[src/sync_length_frame_deframer_core_macros.svh]
// Assertion macros shared by the deframer RTL.
// Expects clk_i and rst_ni in the scope of every use.
`ifndef SYNC_LENGTH_FRAME_DEFRAMER_CORE_MACROS_SVH
`define SYNC_LENGTH_FRAME_DEFRAMER_CORE_MACROS_SVH

// Same-cycle implication, checked outside reset.
`define SLFD_ASSERT_NOW(lbl, ante, cons, msg) \
  lbl: assert property (@(posedge clk_i) disable iff (!rst_ni) (ante) |-> (cons)) \
    else $error(msg);

// Next-cycle implication, checked outside reset.
`define SLFD_ASSERT_NEXT(lbl, ante, cons, msg) \
  lbl: assert property (@(posedge clk_i) disable iff (!rst_ni) (ante) |=> (cons)) \
    else $error(msg);

`endif

[src/slfd_pkg.sv]
// Shared types and constants of the sync/length deframer.
// No dependencies; imported by the front end and the top level.
package slfd_pkg;

  localparam logic OP_BYTE    = 1'b0;
  localparam logic OP_RESTART = 1'b1;

  localparam logic KIND_PAYLOAD = 1'b0;
  localparam logic KIND_REJECT  = 1'b1;

  localparam logic CFG_SYNC_WORD    = 1'b0;
  localparam logic CFG_LENGTH_LIMIT = 1'b1;

  localparam logic [31:0] SYNC_WORD_RST    = 32'hAAEA_BDAC;
  localparam logic [15:0] LENGTH_LIMIT_RST = 16'd401;

  typedef struct packed {
    logic       op;
    logic [7:0] data_byte;
  } in_item_t;

  typedef struct packed {
    logic        kind;
    logic [7:0]  payload_byte;
    logic        frame_last;
    logic [15:0] frame_length;
  } result_t;

  typedef struct packed {
    logic [31:0] sync_word;
    logic [15:0] length_limit;
  } cfg_t;

endpackage

[src/slfd_fifo.sv]
// Small result queue between the framing front end and the output side.
// Depends on the assertion macros header only.
`include "sync_length_frame_deframer_core_macros.svh"

module slfd_fifo #(
  parameter int unsigned Width = 26,
  parameter int unsigned Depth = 2
) (
  input  logic             clk_i,
  input  logic             rst_ni,
  input  logic             push_i,
  input  logic [Width-1:0] wdata_i,
  output logic             full_o,
  input  logic             pop_i,
  output logic [Width-1:0] rdata_o,
  output logic             empty_o
);

  localparam int unsigned PtrW = (Depth > 1) ? $clog2(Depth) : 1;
  localparam int unsigned CntW = $clog2(Depth + 1);

  logic [Width-1:0] mem_q [Depth];
  logic [PtrW-1:0]  wr_ptr_q, wr_ptr_d, rd_ptr_q, rd_ptr_d;
  logic [CntW-1:0]  count_q, count_d;
  logic             do_push, do_pop;

  assign full_o  = (count_q == CntW'(Depth));
  assign empty_o = (count_q == '0);
  assign do_push = push_i && !full_o;
  assign do_pop  = pop_i && !empty_o;
  assign rdata_o = mem_q[rd_ptr_q];

  always_comb begin
    wr_ptr_d = wr_ptr_q;
    rd_ptr_d = rd_ptr_q;
    count_d  = count_q;
    if (do_push) begin
      wr_ptr_d = (wr_ptr_q == PtrW'(Depth - 1)) ? '0 : wr_ptr_q + 1'b1;
    end
    if (do_pop) begin
      rd_ptr_d = (rd_ptr_q == PtrW'(Depth - 1)) ? '0 : rd_ptr_q + 1'b1;
    end
    unique case ({do_push, do_pop})
      2'b10:   count_d = count_q + 1'b1;
      2'b01:   count_d = count_q - 1'b1;
      default: count_d = count_q;
    endcase
  end

  always_ff @(posedge clk_i or negedge rst_ni) begin
    if (!rst_ni) begin
      wr_ptr_q <= '0;
      rd_ptr_q <= '0;
      count_q  <= '0;
    end else begin
      wr_ptr_q <= wr_ptr_d;
      rd_ptr_q <= rd_ptr_d;
      count_q  <= count_d;
    end
  end

  always_ff @(posedge clk_i) begin
    if (do_push) begin
      mem_q[wr_ptr_q] <= wdata_i;
    end
  end

  `SLFD_ASSERT_NOW(a_count_bound, 1'b1, count_q <= CntW'(Depth), "queue count overflow")
  `SLFD_ASSERT_NEXT(a_push_fills, do_push && !do_pop, !empty_o, "queue empty after push")
  `SLFD_ASSERT_NOW(a_ptr_sync, empty_o, wr_ptr_q == rd_ptr_q, "pointers differ while empty")

endmodule

[src/slfd_front.sv]
// Framing front end: sync hunt, length capture and payload counting.
// Depends on slfd_pkg and the assertion macros header.
`include "sync_length_frame_deframer_core_macros.svh"

module slfd_front import slfd_pkg::*; #(
  parameter int unsigned SyncBytes = 4
) (
  input  logic     clk_i,
  input  logic     rst_ni,
  input  logic     item_valid_i,
  input  in_item_t item_i,
  input  cfg_t     cfg_i,
  output logic     res_valid_o,
  output result_t  res_o
);

  localparam int unsigned WinW  = 8 * SyncBytes;
  localparam int unsigned FillW = $clog2(SyncBytes + 1);

  typedef enum logic [1:0] {
    PhHunt,
    PhLenLo,
    PhLenHi,
    PhPayload
  } phase_e;

  phase_e          phase_q, phase_d;
  logic [WinW-1:0] window_q, window_d, window_shift, sync_ref;
  logic [FillW-1:0] fill_q, fill_d, fill_inc;
  logic [7:0]      len_lo_q, len_lo_d;
  logic [15:0]     cur_len_q, cur_len_d, rem_q, rem_d, rem_dec, len_full;
  logic            match, reject, last;

  if (SyncBytes > 1) begin : g_shift_wide
    assign window_shift = {window_q[WinW-9:0], item_i.data_byte};
  end else begin : g_shift_byte
    assign window_shift = item_i.data_byte;
  end

  // Window bytes beyond the 32-bit register compare against zero.
  if (WinW > 32) begin : g_ref_wide
    assign sync_ref = {{(WinW - 32){1'b0}}, cfg_i.sync_word};
  end else begin : g_ref_narrow
    assign sync_ref = cfg_i.sync_word[WinW-1:0];
  end

  assign fill_inc = (fill_q < FillW'(SyncBytes)) ? fill_q + 1'b1 : fill_q;
  assign match    = (fill_inc == FillW'(SyncBytes)) && (window_shift == sync_ref);
  assign len_full = {item_i.data_byte, len_lo_q};
  assign reject   = (len_full == '0) || (len_full >= cfg_i.length_limit);
  assign rem_dec  = (rem_q == '0) ? '0 : rem_q - 16'd1;
  assign last     = (rem_dec == '0);

  always_comb begin
    phase_d     = phase_q;
    window_d    = window_q;
    fill_d      = fill_q;
    len_lo_d    = len_lo_q;
    cur_len_d   = cur_len_q;
    rem_d       = rem_q;
    res_valid_o = 1'b0;
    res_o       = '0;
    if (item_valid_i) begin
      if (item_i.op == OP_RESTART) begin
        phase_d   = PhHunt;
        window_d  = '0;
        fill_d    = '0;
        len_lo_d  = '0;
        cur_len_d = '0;
        rem_d     = '0;
      end else begin
        unique case (phase_q)
          PhHunt: begin
            if (match) begin
              window_d = '0;
              fill_d   = '0;
              phase_d  = PhLenLo;
            end else begin
              window_d = window_shift;
              fill_d   = fill_inc;
            end
          end
          PhLenLo: begin
            len_lo_d = item_i.data_byte;
            phase_d  = PhLenHi;
          end
          PhLenHi: begin
            cur_len_d = len_full;
            if (reject) begin
              res_valid_o        = 1'b1;
              res_o.kind         = KIND_REJECT;
              res_o.frame_length = len_full;
              phase_d            = PhHunt;
              window_d           = '0;
              fill_d             = '0;
              len_lo_d           = '0;
              cur_len_d          = '0;
              rem_d              = '0;
            end else begin
              rem_d   = len_full;
              phase_d = PhPayload;
            end
          end
          PhPayload: begin
            res_valid_o        = 1'b1;
            res_o.kind         = KIND_PAYLOAD;
            res_o.payload_byte = item_i.data_byte;
            res_o.frame_last   = last;
            res_o.frame_length = cur_len_q;
            rem_d              = rem_dec;
            if (last) begin
              phase_d   = PhHunt;
              window_d  = '0;
              fill_d    = '0;
              len_lo_d  = '0;
              cur_len_d = '0;
            end
          end
          default: phase_d = PhHunt;
        endcase
      end
    end
  end

  always_ff @(posedge clk_i or negedge rst_ni) begin
    if (!rst_ni) begin
      phase_q   <= PhHunt;
      window_q  <= '0;
      fill_q    <= '0;
      len_lo_q  <= '0;
      cur_len_q <= '0;
      rem_q     <= '0;
    end else begin
      phase_q   <= phase_d;
      window_q  <= window_d;
      fill_q    <= fill_d;
      len_lo_q  <= len_lo_d;
      cur_len_q <= cur_len_d;
      rem_q     <= rem_d;
    end
  end

  `SLFD_ASSERT_NOW(a_reject_len, res_valid_o && res_o.kind == KIND_REJECT,
      res_o.frame_length == '0 || res_o.frame_length >= cfg_i.length_limit,
      "rejected a legal length")
  `SLFD_ASSERT_NEXT(a_last_hunts, res_valid_o && res_o.frame_last, phase_q == PhHunt,
      "no return to hunt after last byte")
  `SLFD_ASSERT_NOW(a_payload_rem, phase_q == PhPayload, rem_q != '0,
      "payload phase with nothing remaining")

endmodule

[src/sync_length_frame_deframer_core.sv]
// Top level of the sync-word / length-prefixed deframer.
// Depends on slfd_pkg, slfd_front and slfd_fifo.
//
// Usage:
//   Input channel: drive item_i and raise push; a beat is taken when full is low.
//     op = OP_BYTE carries one stream byte, op = OP_RESTART drops all framing state.
//   Result channel: while empty is low, result_o holds the oldest result; raise
//     pop to take the beat. Results are payload bytes (frame_last on the final
//     one) or a rejection carrying the offending length.
//   Config channel: cfg_valid_i/cfg_ready_o with cfg_index_i (0 = sync word,
//     1 = length limit) and cfg_data_i. Always ready; write only while idle.
//   Timing: a result is visible in the cycle after its input beat is taken.
//   Throughput: one byte per cycle while full is low; the framing state machine
//     steps on every taken beat and the result queue absorbs short receiver stalls.
//   Stall: when the receiver holds pop low the queue fills (QueueDepth beats)
//     and full rises, which holds off further input until a beat is popped.
//   Reset: framing returns to sync hunt, the queue empties, and the registers
//     take their defaults (sync word 0xAAEABDAC, length limit 401).
module sync_length_frame_deframer_core import slfd_pkg::*; #(
  parameter int unsigned SyncBytes  = 4,
  parameter int unsigned QueueDepth = 2
) (
  input  logic        clk_i,
  input  logic        rst_ni,
  // input byte stream
  input  logic        push,
  output logic        full,
  input  in_item_t    item_i,
  // result stream
  output logic        empty,
  input  logic        pop,
  output result_t     result_o,
  // configuration writes
  input  logic        cfg_valid_i,
  output logic        cfg_ready_o,
  input  logic        cfg_index_i,
  input  logic [31:0] cfg_data_i
);

  cfg_t    cfg_q, cfg_d;
  logic    item_take;
  logic    res_valid;
  result_t res;

  // Registers can always be written; there is nothing to wait on.
  assign cfg_ready_o = 1'b1;

  always_comb begin
    cfg_d = cfg_q;
    if (cfg_valid_i) begin
      unique case (cfg_index_i)
        CFG_SYNC_WORD:    cfg_d.sync_word    = cfg_data_i;
        CFG_LENGTH_LIMIT: cfg_d.length_limit = cfg_data_i[15:0];
        default:          cfg_d = cfg_q;
      endcase
    end
  end

  always_ff @(posedge clk_i or negedge rst_ni) begin
    if (!rst_ni) begin
      cfg_q.sync_word    <= SYNC_WORD_RST;
      cfg_q.length_limit <= LENGTH_LIMIT_RST;
    end else begin
      cfg_q <= cfg_d;
    end
  end

  // Take a beat only when the queue has room for a possible result.
  assign item_take = push && !full;

  slfd_front #(
    .SyncBytes(SyncBytes)
  ) u_front (
    .clk_i       (clk_i),
    .rst_ni      (rst_ni),
    .item_valid_i(item_take),
    .item_i      (item_i),
    .cfg_i       (cfg_q),
    .res_valid_o (res_valid),
    .res_o       (res)
  );

  // Queue decouples the framing logic from the receiver.
  slfd_fifo #(
    .Width($bits(result_t)),
    .Depth(QueueDepth)
  ) u_queue (
    .clk_i  (clk_i),
    .rst_ni (rst_ni),
    .push_i (res_valid),
    .wdata_i(res),
    .full_o (full),
    .pop_i  (pop),
    .rdata_o(result_o),
    .empty_o(empty)
  );

endmodule
[config.mk]
export PLATFORM = sky130hd
export DESIGN_NAME = sync_length_frame_deframer_core
export DESIGN_NICKNAME = d
export VERILOG_FILES = /design/src/slfd_pkg.sv /design/src/slfd_fifo.sv /design/src/slfd_front.sv /design/src/sync_length_frame_deframer_core.sv
export VERILOG_INCLUDE_DIRS = /design/src /design/src/src
export SDC_FILE = /design/constraint.sdc
export NUM_CORES = 1
export LEC_CHECK = 0
export ABC_CLOCK_PERIOD_IN_PS = 6300
export BUFFER_PORTS_ARGS = -buffer_cell sky130_fd_sc_hd__buf_2
export CAP_MARGIN = 15
export CORE_MARGIN = 10
export CORE_UTILIZATION = 60
export CTS_CLUSTER_SIZE = 24
export DETAILED_ROUTE_END_ITERATION = 16
export GPL_TIMING_DRIVEN = 0
export HOLD_SLACK_MARGIN = 0.08
export PLACE_DENSITY = 0.8
export SYNTH_ARGS = -nofsm -noshare
export SYNTH_HDL_FRONTEND = slang
export SYNTH_SLANG_ARGS = --single-unit
[constraint.sdc]
create_clock -name clk_i -period 6.3 [get_ports clk_i]
set_input_delay 0.315 -clock clk_i [delete_from_list [all_inputs] [get_ports clk_i]]
set_output_delay 0.315 -clock clk_i [all_outputs]
set_load 0.01 [all_outputs]
; ---- Word-level counts from Yosys, hierarchy flattened
; Memories as Yosys holds them, arrays and structs flattened.
; Index checks and enable logic that the tools add are counted.
[op_classes]
bitwise = 1
add_sub_neg = 6
mux = 42
n_reduce_logical = 23
n_eq_ne = 11
magnitude_cmp = 2
[op_table]
columns = operator, count
row1 = 16-bit two-way mux, 6
row2 = 24-bit two-way mux, 4
row3 = 16-bit one-hot mux with 2 select lines, 3
row4 = 24-bit one-hot mux with 3 select lines, 1
row5 = 26-bit two-way mux, 2
row6 = 16-bit logical NOT, 3
row7 = 32-bit equality test, 1
row8 = 8-bit two-way mux, 3
row9 = 8-bit one-hot mux with 3 select lines, 1
row10 = 16-bit greater-or-equal comparator, 1
row11 = "16-bit by 1-bit subtractor with 16-bit output, second input constant", 1
row12 = 3-bit two-way mux, 5
row13 = 9-bit two-way mux, 1
row14 = "3-bit by 2-bit != test with 1-bit output, second input constant", 3
row15 = 3-bit one-hot mux with 3 select lines, 1
row16 = "2-bit equality test, second input constant", 4
row17 = 1-bit two-way mux, 8
row18 = 2-bit two-way mux, 4
row19 = 2-bit one-hot mux with 4 select lines, 1
row20 = 4-bit AND reduction, 2
row21 = 4-bit nonzero test, 2
row22 = 2-bit AND reduction, 3
row23 = 3-bit AND reduction, 2
row24 = "2-bit by 1-bit equality test with 1-bit output, second input constant", 2
row25 = other kinds (15), 21
[totals]
elab_cells = 97
register_bits = 121
n_memories = 1
output_inout_bits = 29
inputBits = 47
mem_bits_rw = 52
[mem_list]
columns = name, words, word_bits, rd, rd_clocked_by_memory_dff, write_ports, line_no
row1 = u_queue.mem_q, 2, 26, 1, 0, 1, slfd_fifo.sv:22  ; logic [Width-1:0] mem_q [Depth];

; ---- Logic depth before layout (Yosys ltp)
[depth]
depth_word = 9
depth_mapped = 11
depth_no_buf = 11

; ---- Modules after synthesis
; From an unflattened synthesis, not the netlist that was laid out.
[unflattened]
hier_cells = 750
hier_area_um2 = 8764.7
[modules_own_cells]
columns = mod, seq_area_each_um2, area_each_um2, instances, cells_each
row1 = slfd_front, 1726.7, 4606.9, 1, 545
row2 = slfd_fifo, 1661.6, 2173.3, 1, 99
row3 = sync_length_frame_deframer_core, 1229.9, 1984.4, 1, 106

; ---- Least setup slack after synthesis
; Ideal clock, no wire load.
[synth_path]
kind = register -> register
start = reg cfg_q[8] (netlist bit)
end = mem u_queue.mem_q[1][0] (enable)
path_buffers = 0
path_stages_with_launch = 9
t_arrival_ps = 3282
path_slack_ps = 2606
setup_ps = 412
synth_period_minus_slack_ps = 3694
required_time_ps = 5888
cell_sequence = dfstp_2 -> inv_1 -> ha_1 -> nand4_1 -> a211o_1 -> o32a_1 -> a21boi_1 -> a21oi_1 -> nor2b_1
[synth_via]
elab_chain_len = 9
[synth_lines]
columns = element, line_no
row1 = from (decl), sync_length_frame_deframer_core.sv:40  ; cfg_t cfg_q, cfg_d;
row2 = from (signal assigned), sync_length_frame_deframer_core.sv:64  ; cfg_q <= cfg_d;
row3 = 16-bit greater-or-equal comparator, slfd_front.sv:50  ; assign reject = (len_full == '0) || (len_full >= cfg_i.length_limit);
row4 = 1-bit logical OR, slfd_front.sv:50
row5 = 1-bit two-way mux, slfd_front.sv:89  ; if (reject) begin
row6 = 1-bit one-hot mux with 2 select lines, slfd_front.sv:72  ; unique case (phase_q)
row7 = 1-bit two-way mux, slfd_front.sv:64  ; if (item_i.op == OP_RESTART) begin
row8 = 1-bit two-way mux, slfd_front.sv:63  ; if (item_valid_i) begin
row9 = 1-bit logical AND, slfd_fifo.sv:29  ; assign do_push = push_i && !full_o;
row10 = 1-bit two-way mux, slfd_fifo.sv:63  ; if (do_push) begin
row11 = 1-bit two-way mux (not written as such), slfd_fifo.sv:64  ; mem_q[wr_ptr_q] <= wdata_i;
row12 = to (decl), slfd_fifo.sv:22
; Every way passes these cells.

; ---- Worst setup path after layout
[layout_path]
start = reg cfg_q[8] (netlist bit)
end = mem u_queue.mem_q[1][12] (enable)
; Same word-level chain as after synthesis.

==> impl_metrics.py <==
metrics = {
    "worst_setup_path": {
        "cp.required_ns": 6.44,
        "path_cells": "inv_1 -> ha_1 -> nand4_1 -> a211o_1 -> o32a_1 -> a21boi_1 -> a21oi_1 -> nor2b_2 -> buf_16",
        "critical_path.endpoint_type": "flop",
        "worst-r2r-setup-slack_ns": 2.68,
        "timing.critical_path.fanout_max": 19,
        "cp_num_buf_inv": 2,
        "worst_path_largest_cell_delay_ns": 0.55,
        "reg2reg_from": "cfg_q[8]$_DFFE_PN1P_",
        "startpoint": "cfg_q[8]$_DFFE_PN1P_",
        "critical_path_arrival_ns": 3.76,
        "timing_worst_setup_path_type": "reg2reg",
        "reg2reg_to": "u_queue.mem_q[1][12]$_DFFE_PP_",
        "worst_case_reg_to_reg_path_depth": 9,
        "worst_setup_path_start_kind": "flop",
        "cpMaxStageDelayCell": "a21boi_1",
        "crit_cells": 9,
        "crit_family": "compound AO/OA/AOI/OAI gates",
    },
    "grt": {
        "grt_first_pass_wirelength_um": 36400,
        "grtUsageMet2": 0.373,
        "first_global_vias": 6878,
        "grt_start_max_net_pins": 79,
        "groute.layer.met3.usage": 0.0504,
        "use_met1": 0.285,
        "antenna_found_initial": 0,
        "global_route.overflow_total": 0,
        "grt_use_total": 0.226,
        "top_usage_layer": "met2",
    },
    "sta": {
        "report.final.setup_viol": 0,
        "period_share": 0.575,
        "worstMarginPinSlew_ns": 0.812,
        "finalCriticalPeriod_ns": 3.62,
        "rsz0062_at_grt": "no",
        "setup-tns-final_ns": 0,
        "max_slew_violation_total_from_the_final_report": 0,
        "report.final.hold_viol_count": 0,
        "achievable-frequency_mhz": 276,
        "worst_slew_margin_rel": 0.459,
        "finalClockSkew_ns": 0.00880,
        "holdWs_ns": 0.118,
    },
    "logic_synthesis": {
        "synth_area_leader_cell": "dfrtp_1",
        "syn-num-nets": 830,
        "synthFlopType": "dfrtp_1",
        "post_synth.cell_area_avg_sq_um": 11.8,
        "synthesized_area_sq_um": 8950,
        "synth_simple_gate_area_share": 0.140,
        "yosys_warning_total": 0,
        "ys_seq_area_frac": 0.516,
        "number_of_storage_elements_in_the_synthesis_netlist": 173,
        "synth-compound-area-share": 0.0764,
        "synth.top_cells.by_area": "dfrtp_1 27%, edfxtp_1 17%, mux2_2 12%, dfstp_2 6.7%, xnor2_1 3.6%",
        "most_common_library_cells_after_synthesis": "98 x dfrtp_1, 97 x mux2_2, 52 x edfxtp_1",
        "synth_xor_area_frac": 0.0391,
        "yosys-mux-area-fraction": 0.152,
        "synth_edf_count": 52,
        "async_set_or_reset_register_ratio_after_synthesis": 0.699,
        "yosys.cell_types.count": 74,
        "adder_cell_share_of_the_synthesized_area": 0.0321,
        "synth_top_family_by_area": "multiplexers",
        "yosys.area.top_type_share": 0.274,
        "yosysMostFrequentCell": "dfrtp_1",
        "netlist_instances": 760,
    },
    "power_and_ir_drop": {
        "cellLeakagePower_nw": 4.28,
        "vdd_ir_drop_max_v": 0.000251,
        "p_switching_w": 0.00157,
        "pwr-share-comb": 0.359,
        "p_sw_frac": 0.366,
        "design_power_total_w": 0.00428,
        "sequentialPowerShare": 0.396,
        "p_clk_frac": 0.245,
        "p_int_w": 0.00271,
        "power_density_nw_per_um2": 418,
    },
    "die": {
        "dieArea_sq_um": 20200,
        "fp.dieH_um": 142,
        "ios": 76,
        "start_util": 0.614,
        "placementRows": 44,
        "die_x_um": 142,
        "design.core.area_sq_um": 14600,
    },
    "clock_network": {
        "clock_tree.buffer_depth": 2,
        "later_pin_clock_latency_in_the_skew_report_ns": 0.43,
        "clkSlewWorstSetupHoldPaths_ns": 0.07,
        "cts_repair_resize_count": 0,
        "clock_sink_count": 173,
        "tritoncts": "yes",
        "cts-root-buf": "clkbuf_16",
        "cts_htree_levels": 4,
        "cts-buffers-inserted": 17,
    },
    "finish": {
        "area_of_all_placed_cells_without_fillers_sq_um": 10200,
        "drive_above_1_share": 0.308,
        "area_delta_synth_final_pct": 14.5,
        "layout.cells.non_filler": 1055,
        "antennaDiodeCount": 0,
        "finalNetCount": 928,
    },
    "route": {
        "detail_route.iter0.violations": 741,
        "drt_pass1_iterations": 5,
        "detail_route.vias_per_cell": 6.26,
        "detail_route.wirelength_um": 22500,
        "routed-via-count": 6603,
        "post_drt_wl_per_cell_um": 21.3,
        "drtAntennaViolNets": 0,
        "drc": 0,
    },
    "min_path": {
        "cell_depth_of_the_worst_min_delay_path": 2,
        "timing.hold.worst_endpoint": "cfg_q[44]$_DFFE_PN0P_",
        "hold_path.startpoint": "cfg_data_i[28]",
        "hold_path.class": "in2reg",
    },
    "outcome": {
        "run_status": "finished clean",
    },
    "placement": {
        "placement.io_buffers": 74,
        "dpl-instance-area_sq_um": 9650,
        "placed_cells": 1021,
        "routability_congestion_estimate_from_global_placement": 0.969,
        "place_hpwl_um": 15900,
    },
    "job": {
        "max_cap_violations": 0,
    },
}
==> metrics by stage <==
stage                     utilization  setup WS, ns
final                           0.703          2.68
after global routing            0.703          2.47
after CTS                       0.702          2.68
after detailed placement        0.661          2.69
after global placement          0.655          1.67
after floorplan                     -          2.61
==> power by group through the flow <==
stage / clock network [W] / logic (W) / registers, W
finish: 0.00105 / 0.00154 / 0.00170
global route: 0.00110 / 0.00167 / 0.00172
CTS: 0.00105 / 0.00153 / 0.00168
detailed placement: 0 / 0.00151 / 0.00170
global placement: 0 / 0.00144 / 0.00168
floorplan: 0 / 0.00116 / 0.00160
==> placed cells by master (no fill, tap or decap), drive strengths merged, types with 4 or more instances in the layout <==
cell    Yosys  layout
o21ai      26      26
ha         23      23
or3         5       5
buf        14      92
xnor2      37      37
nand3       8       8
a31oi       5       5
nor3       15      15
a22oi      20      20
nor3b       5       5
dfstp      23      23
nand2      42      42
nor4b       4       4
or4         4       4
mux2       98      98
clkinv      0       4
or2         5       5
inv        50      53
nor2       32      32
nand4      20      20
mux2i      26      26
clkbuf     28      49
nor2b       5       5
edfxtp     52      52
and2       10      10
dfrtp      98      98
and3       24      24
a21oi      19      19
nor4       20      20
==> sequential cells by signal, indices dropped and copies added (netlist names) <==
name               flops
u_front.rem_q         16
u_queue.wr_ptr_q       1
u_front.cur_len_q     16
cfg_q                 48
u_front.len_lo_q       8
u_queue.mem_q         52
u_queue.rd_ptr_q       1
u_front.window_q      24
u_front.phase_q        2
u_queue.count_q        2
u_front.fill_q         3
==> metal layers <==
metal / wire length, um / vias up
li1: - / 2947
met1: 9240 / 3291
met2: 11000 / 305
met3: 1630 / 60
met4: 596 / 0
met5: 0 / -
==> how the worst max path moves through the flow <==
stage	end	slack [ns]
6_report	u_queue.mem_q[1][12]$_DFFE_PP_	2.68
5_1_grt	u_queue.mem_q[1][12]$_DFFE_PP_	2.47
4_1_cts	u_queue.mem_q[1][12]$_DFFE_PP_	2.68
3_5_place_dp	u_queue.mem_q[1][7]$_DFFE_PP_	2.69
3_3_place_gp	u_queue.mem_q[1][12]$_DFFE_PP_	1.67
2_1_floorplan	u_queue.mem_q[1][0]$_DFFE_PP_	2.61
==> repair_timing <==
action | 4_1_cts | 5_1_grt
buffers inserted | 0 | 0
hold buffers | 1 | 0
hold endpoints to repair | 37 | 0
==> area by class of cell <==
class / count / area (sq um)
Timing Repair Buffer: 79 / 474
Inverter: 50 / 188
Fill cell: 953 / 4340
Clock inverter: 11 / 135
Multi-Input combinational cell: 495 / 3950
Buffer: 42 / 204
Tap cell: 184 / 230
Clock buffer: 21 / 450
Sequential cell: 173 / 4620
==> logic make-up after synthesis <==
kind of cell               after synthesis
adders and majority gates               23
and+or+nand+nor                        207
AOI/OAI and AO/OA                      100
DFF                                    173
xor gates and xnor gates                40
other                                    1
buffers and inverters                   92
muxes                                  124
Note: power is estimated with default switching activity, not from simulation.
